==> config.mk <==
export PLATFORM = sky130hd
export DESIGN_NAME = gsch_mac
export DESIGN_NICKNAME = d
export VERILOG_FILES = /design/src/design/graham_scan_convex_hull_core_defines.svh /design/src/design/gsch_pkg.sv /design/src/design/gsch_mac.sv
export SDC_FILE = /design/constraint.sdc
export NUM_CORES = 1
export LEC_CHECK = 0
export ABC_AREA = 1
export BUFFER_PORTS_ARGS = -buffer_cell sky130_fd_sc_hd__buf_2
export CORE_MARGIN = 1
export CORE_UTILIZATION = 44
export CTS_CLUSTER_DIAMETER = 50
export DETAILED_ROUTE_END_ITERATION = 12
export PLACE_DENSITY = 0.7
export SLEW_MARGIN = 10
export SYNTH_ARGS = -nofsm -noshare
export SYNTH_HDL_FRONTEND = slang
export SYNTH_SLANG_ARGS = --single-unit
==> constraint.sdc <==
create_clock -name clk -period 14.4 [get_ports clk]
set_input_delay 2.16 -clock clk [delete_from_list [all_inputs] [get_ports clk]]
set_output_delay 2.16 -clock clk [all_outputs]
set_load 0.01 [all_outputs]
==> src/design/graham_scan_convex_hull_core_defines.svh <==
// assertion macros shared by the rtl
`ifndef GRAHAM_SCAN_CONVEX_HULL_CORE_DEFINES_SVH
`define GRAHAM_SCAN_CONVEX_HULL_CORE_DEFINES_SVH

`ifndef ASSERT_OFF

`define ASSERT_NEVER(lbl, c, r, a) \
    lbl: assert property (@(posedge c) disable iff (!r) !(a)) \
        else $error("assertion failed");

`define ASSERT_IMPL(lbl, c, r, a, b) \
    lbl: assert property (@(posedge c) disable iff (!r) (a) |-> (b)) \
        else $error("assertion failed");

`define ASSERT_LAT(lbl, c, r, a, n, b) \
    lbl: assert property (@(posedge c) disable iff (!r) (a) |-> ##n (b)) \
        else $error("assertion failed");

`else

`define ASSERT_NEVER(lbl, c, r, a)
`define ASSERT_IMPL(lbl, c, r, a, b)
`define ASSERT_LAT(lbl, c, r, a, n, b)

`endif

`endif

==> src/design/gsch_pkg.sv <==
`timescale 1ns / 1ps

package gsch_pkg;

    localparam logic [1:0] ST_OK  = 2'd0;
    localparam logic [1:0] ST_FEW = 2'd1;
    localparam logic [1:0] ST_OVF = 2'd2;

    typedef struct packed {
        logic start;
        logic sub;
    } mac_ctl_t;

    typedef enum logic [1:0] {
        MAC_IDLE,
        MAC_M1,
        MAC_M2,
        MAC_SUM
    } mac_state_t;

    typedef enum logic [5:0] {
        S_LOAD,
        S_START,
        S_ANC_RD,
        S_ANC_CMP,
        S_CLS_INIT,
        S_CLS_RD,
        S_CLS_P,
        S_CLS_J,
        S_CLS_JQ,
        S_CLS_Q,
        S_CLS_T,
        S_CLS_D1,
        S_CLS_D2,
        S_CLS_NEW,
        S_CLS_NEXT,
        S_CHK,
        S_SRT_RD,
        S_SRT_K,
        S_SRT_KP,
        S_SRT_J,
        S_SRT_JQ,
        S_SRT_Q,
        S_SRT_T,
        S_SRT_PUT,
        S_SCN_INIT,
        S_SCN_I1,
        S_SCN_I2,
        S_SCN_RD,
        S_SCN_P,
        S_SCN_PP,
        S_SCN_TOP,
        S_SCN_O,
        S_SCN_M,
        S_SCN_MQ,
        S_SCN_T,
        S_SCN_PUSH,
        S_OUT_INIT,
        S_OUT_RD,
        S_OUT_S,
        S_OUT_SET,
        S_OUT_WAIT
    } top_state_t;

endpackage

==> src/design/gsch_mac.sv <==
`timescale 1ns / 1ps

// fa*fb -/+ fc*fd with one shared multiplier, registered in M1, M2 and SUM
module gsch_mac #(
    parameter int COORD_BITS = 16
) (
    input  logic                          clk,
    input  logic                          rst_n,
    input  gsch_pkg::mac_ctl_t            ctl,
    input  logic signed [COORD_BITS:0]    fa,
    input  logic signed [COORD_BITS:0]    fb,
    input  logic signed [COORD_BITS:0]    fc,
    input  logic signed [COORD_BITS:0]    fd,
    output logic                          done,
    output logic signed [2*COORD_BITS+3:0] res
);
    import gsch_pkg::*;

    localparam int PW = 2 * COORD_BITS + 2;
    localparam int RW = 2 * COORD_BITS + 4;

    mac_state_t state_reg, state_next;
    logic signed [COORD_BITS:0] fa_reg, fb_reg, fc_reg, fd_reg;
    logic sub_reg;
    logic signed [PW-1:0] p1_reg, p2_reg;
    logic signed [RW-1:0] res_reg;
    logic done_reg;
    logic signed [COORD_BITS:0] mul_l, mul_r;
    logic signed [PW-1:0] prod;
    logic p1_en, p2_en, sum_en;

    always_comb
    begin
        unique case (state_reg)
            MAC_IDLE: state_next = ctl.start ? MAC_M1 : MAC_IDLE;
            MAC_M1:   state_next = MAC_M2;
            MAC_M2:   state_next = MAC_SUM;
            MAC_SUM:  state_next = MAC_IDLE;
            default:  state_next = MAC_IDLE;
        endcase
    end

    always_comb
    begin
        p1_en  = (state_reg == MAC_M1);
        p2_en  = (state_reg == MAC_M2);
        sum_en = (state_reg == MAC_SUM);
        mul_l  = p2_en ? fc_reg : fa_reg;
        mul_r  = p2_en ? fd_reg : fb_reg;
    end

    assign prod = mul_l * mul_r;

    always_ff @(posedge clk or negedge rst_n)
    begin
        if (!rst_n)
        begin
            state_reg <= MAC_IDLE;
            done_reg  <= 1'b0;
        end
        else
        begin
            state_reg <= state_next;
            done_reg  <= sum_en;
        end
    end

    always_ff @(posedge clk)
    begin
        if (state_reg == MAC_IDLE && ctl.start)
        begin
            fa_reg  <= fa;
            fb_reg  <= fb;
            fc_reg  <= fc;
            fd_reg  <= fd;
            sub_reg <= ctl.sub;
        end
        if (p1_en)
        begin
            p1_reg <= prod;
        end
        if (p2_en)
        begin
            p2_reg <= prod;
        end
        if (sum_en)
        begin
            if (sub_reg)
            begin
                res_reg <= RW'(p1_reg) - RW'(p2_reg);
            end
            else
            begin
                res_reg <= RW'(p1_reg) + RW'(p2_reg);
            end
        end
    end

    assign done = done_reg;
    assign res  = res_reg;

endmodule

==> key figures <==
Placement
  • GPL Wtd Cong: 0.9862
  • Detailed placement HPWL: 43540 um
  • Buffers added on ports: around 110

Floorplanning
  • # rows: 78
  • Ports: around 110
  • Core ar.: 0.04538 mm2
  • Starting Density: roughly 45%
  • Chip height: around 220 um
  • Die width: approximately 220 um
  • DIE AREA: approximately 0.047 mm2

Timing
  • RSZ-0062 raised after global routing: false
  • Final hold vios: 0
  • Slew Limit Fails: 0
  • Period utilization: 55.56%
  • Setup violations, final: 0
  • Fmax: roughly 120 MHz
  • Final min period: between 8 and 9 ns
  • Final Skew: 0.02120 ns
  • Setup TNS: 0 ns
  • Max transition margin: approximately 33%
  • Actual slew at the worst max-slew pin: 0.9963 ns

Yosys
  • Post-synthesis cell count: 2302
  • Syn Area/Cell: 8.814 um2
  • Netlist cell types: a little under 50
  • Synth Area in Compound Gates: around 5.4%
  • Ys Warns: 0
  • Top cells by area, synth: fa_1 (29%), edfxtp_1 (25%), inv_1 (9.7%)
  • Synth Area in Adders: 37.01%
  • Synth Flop Type: edfxtp_1
  • Async S/R FF share, synth: under 10%
  • Post-Synth XOR/XNOR Area: under 10%
  • Yosys top cell area share: about 30%
  • Post-synthesis sequential area ratio: between 20% and 30%
  • Largest family of logic cells by synthesized area: adder cells
  • Area leader, netlist: fa_1
  • Simple-gate share of the synthesized area: around 17%
  • Yosys reg bits: 175
  • Number of enable flip-flop cells after synthesis: 172
  • Netlist Area Pre-Place: a little over 0.02 mm2
  • Syn nets: about 2800
  • Post-synthesis mux area share: 0.1665%

Clock network
  • Clk sink count: roughly 180
  • Post-cts hold buffer count: 0
  • TritonCTS clock tree: yes
  • Worst-Skew Late Latency: 0.51 ns
  • Inserted Clock Buffers: 17
  • Post-CTS sizing: 0
  • Root buffer cell: clkbuf_16
  • Clk buf depth: 2
  • Htree depth: 4
  • Clock transition at path regs: around 0.070 ns
  • Postcts setup bufs: 0

Detailed routing
  • DR DRC count: 0
  • Detail Route Antenna Nets: 0
  • Wire per inst: around 17 um
  • Vias per inst: between 5 and 6
  • DRT iter0 DRCs: around 970
  • First drt pass iteration count: 5
  • Overall via count from detail_route: 15250
  • Drt total wl: 51810 um

Setup path
  • Critical Path Sink Type: flip-flop
  • R2R setup slack: 6.40 ns
  • Worst Path Max Fanout: between 60 and 70
  • Startpoint class of the critical path: flip-flop
  • CP arrival: around 8.2 ns
  • Critical path depth in cells: 23
  • Slowest library cell on the worst path: buf_4
  • Max stage delay on crit path: 0.59 ns
  • R2r worst-path depth: 23
  • Worst path most repeated cell: fa_1
  • CP Data Required Time: roughly 15 ns
  • RR Endpoint: p1_reg[29]
  • Setup CP Type: flip-flop to flip-flop
  • Worst r2r src: state_reg[0]
  • Family with the most delay on the worst path: adder cells
  • Buf+Inv Stages, Crit Path: 5
  • Cell Chain, Critical Path: inv_1 > ha_4 > buf_4 > nand2_1 > o21ai_1 > inv_1 > nor2_1 > fa_1 > fa_1 > fa_1 > fa_1 > fa_1 > inv_1 > fa_1 > inv_1 > ha_1 > a21oi_1 > a21boi_0 > o21ai_0 > nand3_1 > nand3_1 > nand2_1 > nand2_1

Global routing
  • First-pass GRT wire length: around 84000 um
  • Total track usage: 23.55%
  • Largest net degree at the start of global routing: a little under 70
  • GRT Residual Overflow: 0
  • Antenna violations before repair: 0
  • Vias in the first global route: 16200

Hold path
  • Hold Startpoint: p1_reg[1]
  • Worst hold stages: 1
  • Hold crit path type: flip-flop to flip-flop
  • Worst Hold End: res[1]

Layout
  • Filler cells: 4356
  • Largest register FFs: 35
  • Ratio of cells with drive above 1 in the final layout: 8.540%
  • Area delta synth->final: 9.047%
  • Antenna Cells: 0
  • Commonest non-fill, non-tap cell in the layout: inv_1
  • Final #Nets: a little under 3000
  • Most frequent cells in the layout: inv_1 (524), nand2_1 (432), fa_1 (297)

Status
  • Outcome: completed

Flow run
  • Maximum capacitance violations: 0
[how the worst max path moves through the flow]
stage	startpoint	to	slack, ns
floorplan	state_reg[0]	p1_reg[25]	7.21
global placement	state_reg[0]	p1_reg[29]	6.56
detailed placement	state_reg[0]	p1_reg[29]	6.46
CTS	state_reg[0]	p1_reg[29]	6.43
global route	state_reg[0]	p1_reg[33]	5.82
finish	state_reg[0]	p1_reg[29]	6.40
[stage by stage]
stage	hold WS (ns)	utilization, %	area (um2)	worst slack, ns	instances
after CTS	0.7027	48.75	22120	6.431	3024
final	0.6829	48.75	22130	6.400	3024
after detailed placement	0.6736	47.49	21550	6.462	2992
after floorplan	0.6091	-	20290	7.207	2302
after global placement	0.6542	47.49	21550	6.559	2992
after global routing	0.7330	48.75	22130	5.820	3024
[cell usage after synthesis (2+ instances only)]
cell type and n:
inv_1 525, nand2_1 432, fa_1 297, nor2_1 295, edfxtp_1 172, ha_1 125
a21oi_1 70, xor2_1 69, nand3_1 66, o21ai_0 49, buf_2 30, nand4_1 18
nor3_1 16, o21ai_1 13, o21bai_1 13, xnor2_1 13, a21o_1 10, o21ai_2 10
inv_2 8, nand2_2 8, a21boi_0 6, a31oi_1 5, nor2_2 5, and3_1 4
clkbuf_1 4, or2_2 4, dfrtp_1 3, nor4_1 3, o211ai_1 3, a211oi_1 2
buf_4 2, mux2i_1 2, nor2_4 2, o21a_1 2, o31ai_1 2
[per-layer routing]
layer  global-route usage (%)  wire, um  up-vias  part of all wire (%)
met5                        0         0        -                     0
met4                    11.64      2317        0                   4.5
met3                    3.760      2773      121                   5.4
met2                    41.81     25800      475                    50
met1                    27.62     20920     7410                    40
li1                         -         -     7240                     -
[cell type report]
cell class | instances | area (um2) | area share [%]
Sequential cell | 175 | 5240 | 23.68
Tap cell | 600 | 750.7 | 3.393
Multi-Input combinational cell | 1555 | 12870 | 58.16
Timing Repair Buffer | 128 | 690.7 | 3.122
Clock inverter | 13 | 127.6 | 0.5768
Clock buffer | 19 | 442.9 | 2.002
Inverter | 534 | 2004 | 9.060
[cell families (layout without fill, tap and decap cells)]
group | count (synthesis) | after routing
simple gates | 860 | 860
buf+inv | 572 | 694
fa+ha+maj | 422 | 422
xor+xnor | 82 | 82
flops | 175 | 175
mux | 3 | 3
compound gates | 188 | 188
Power is not shown: default switching activity piles up to over one toggle a cycle in this logic, so the estimate is an artifact.
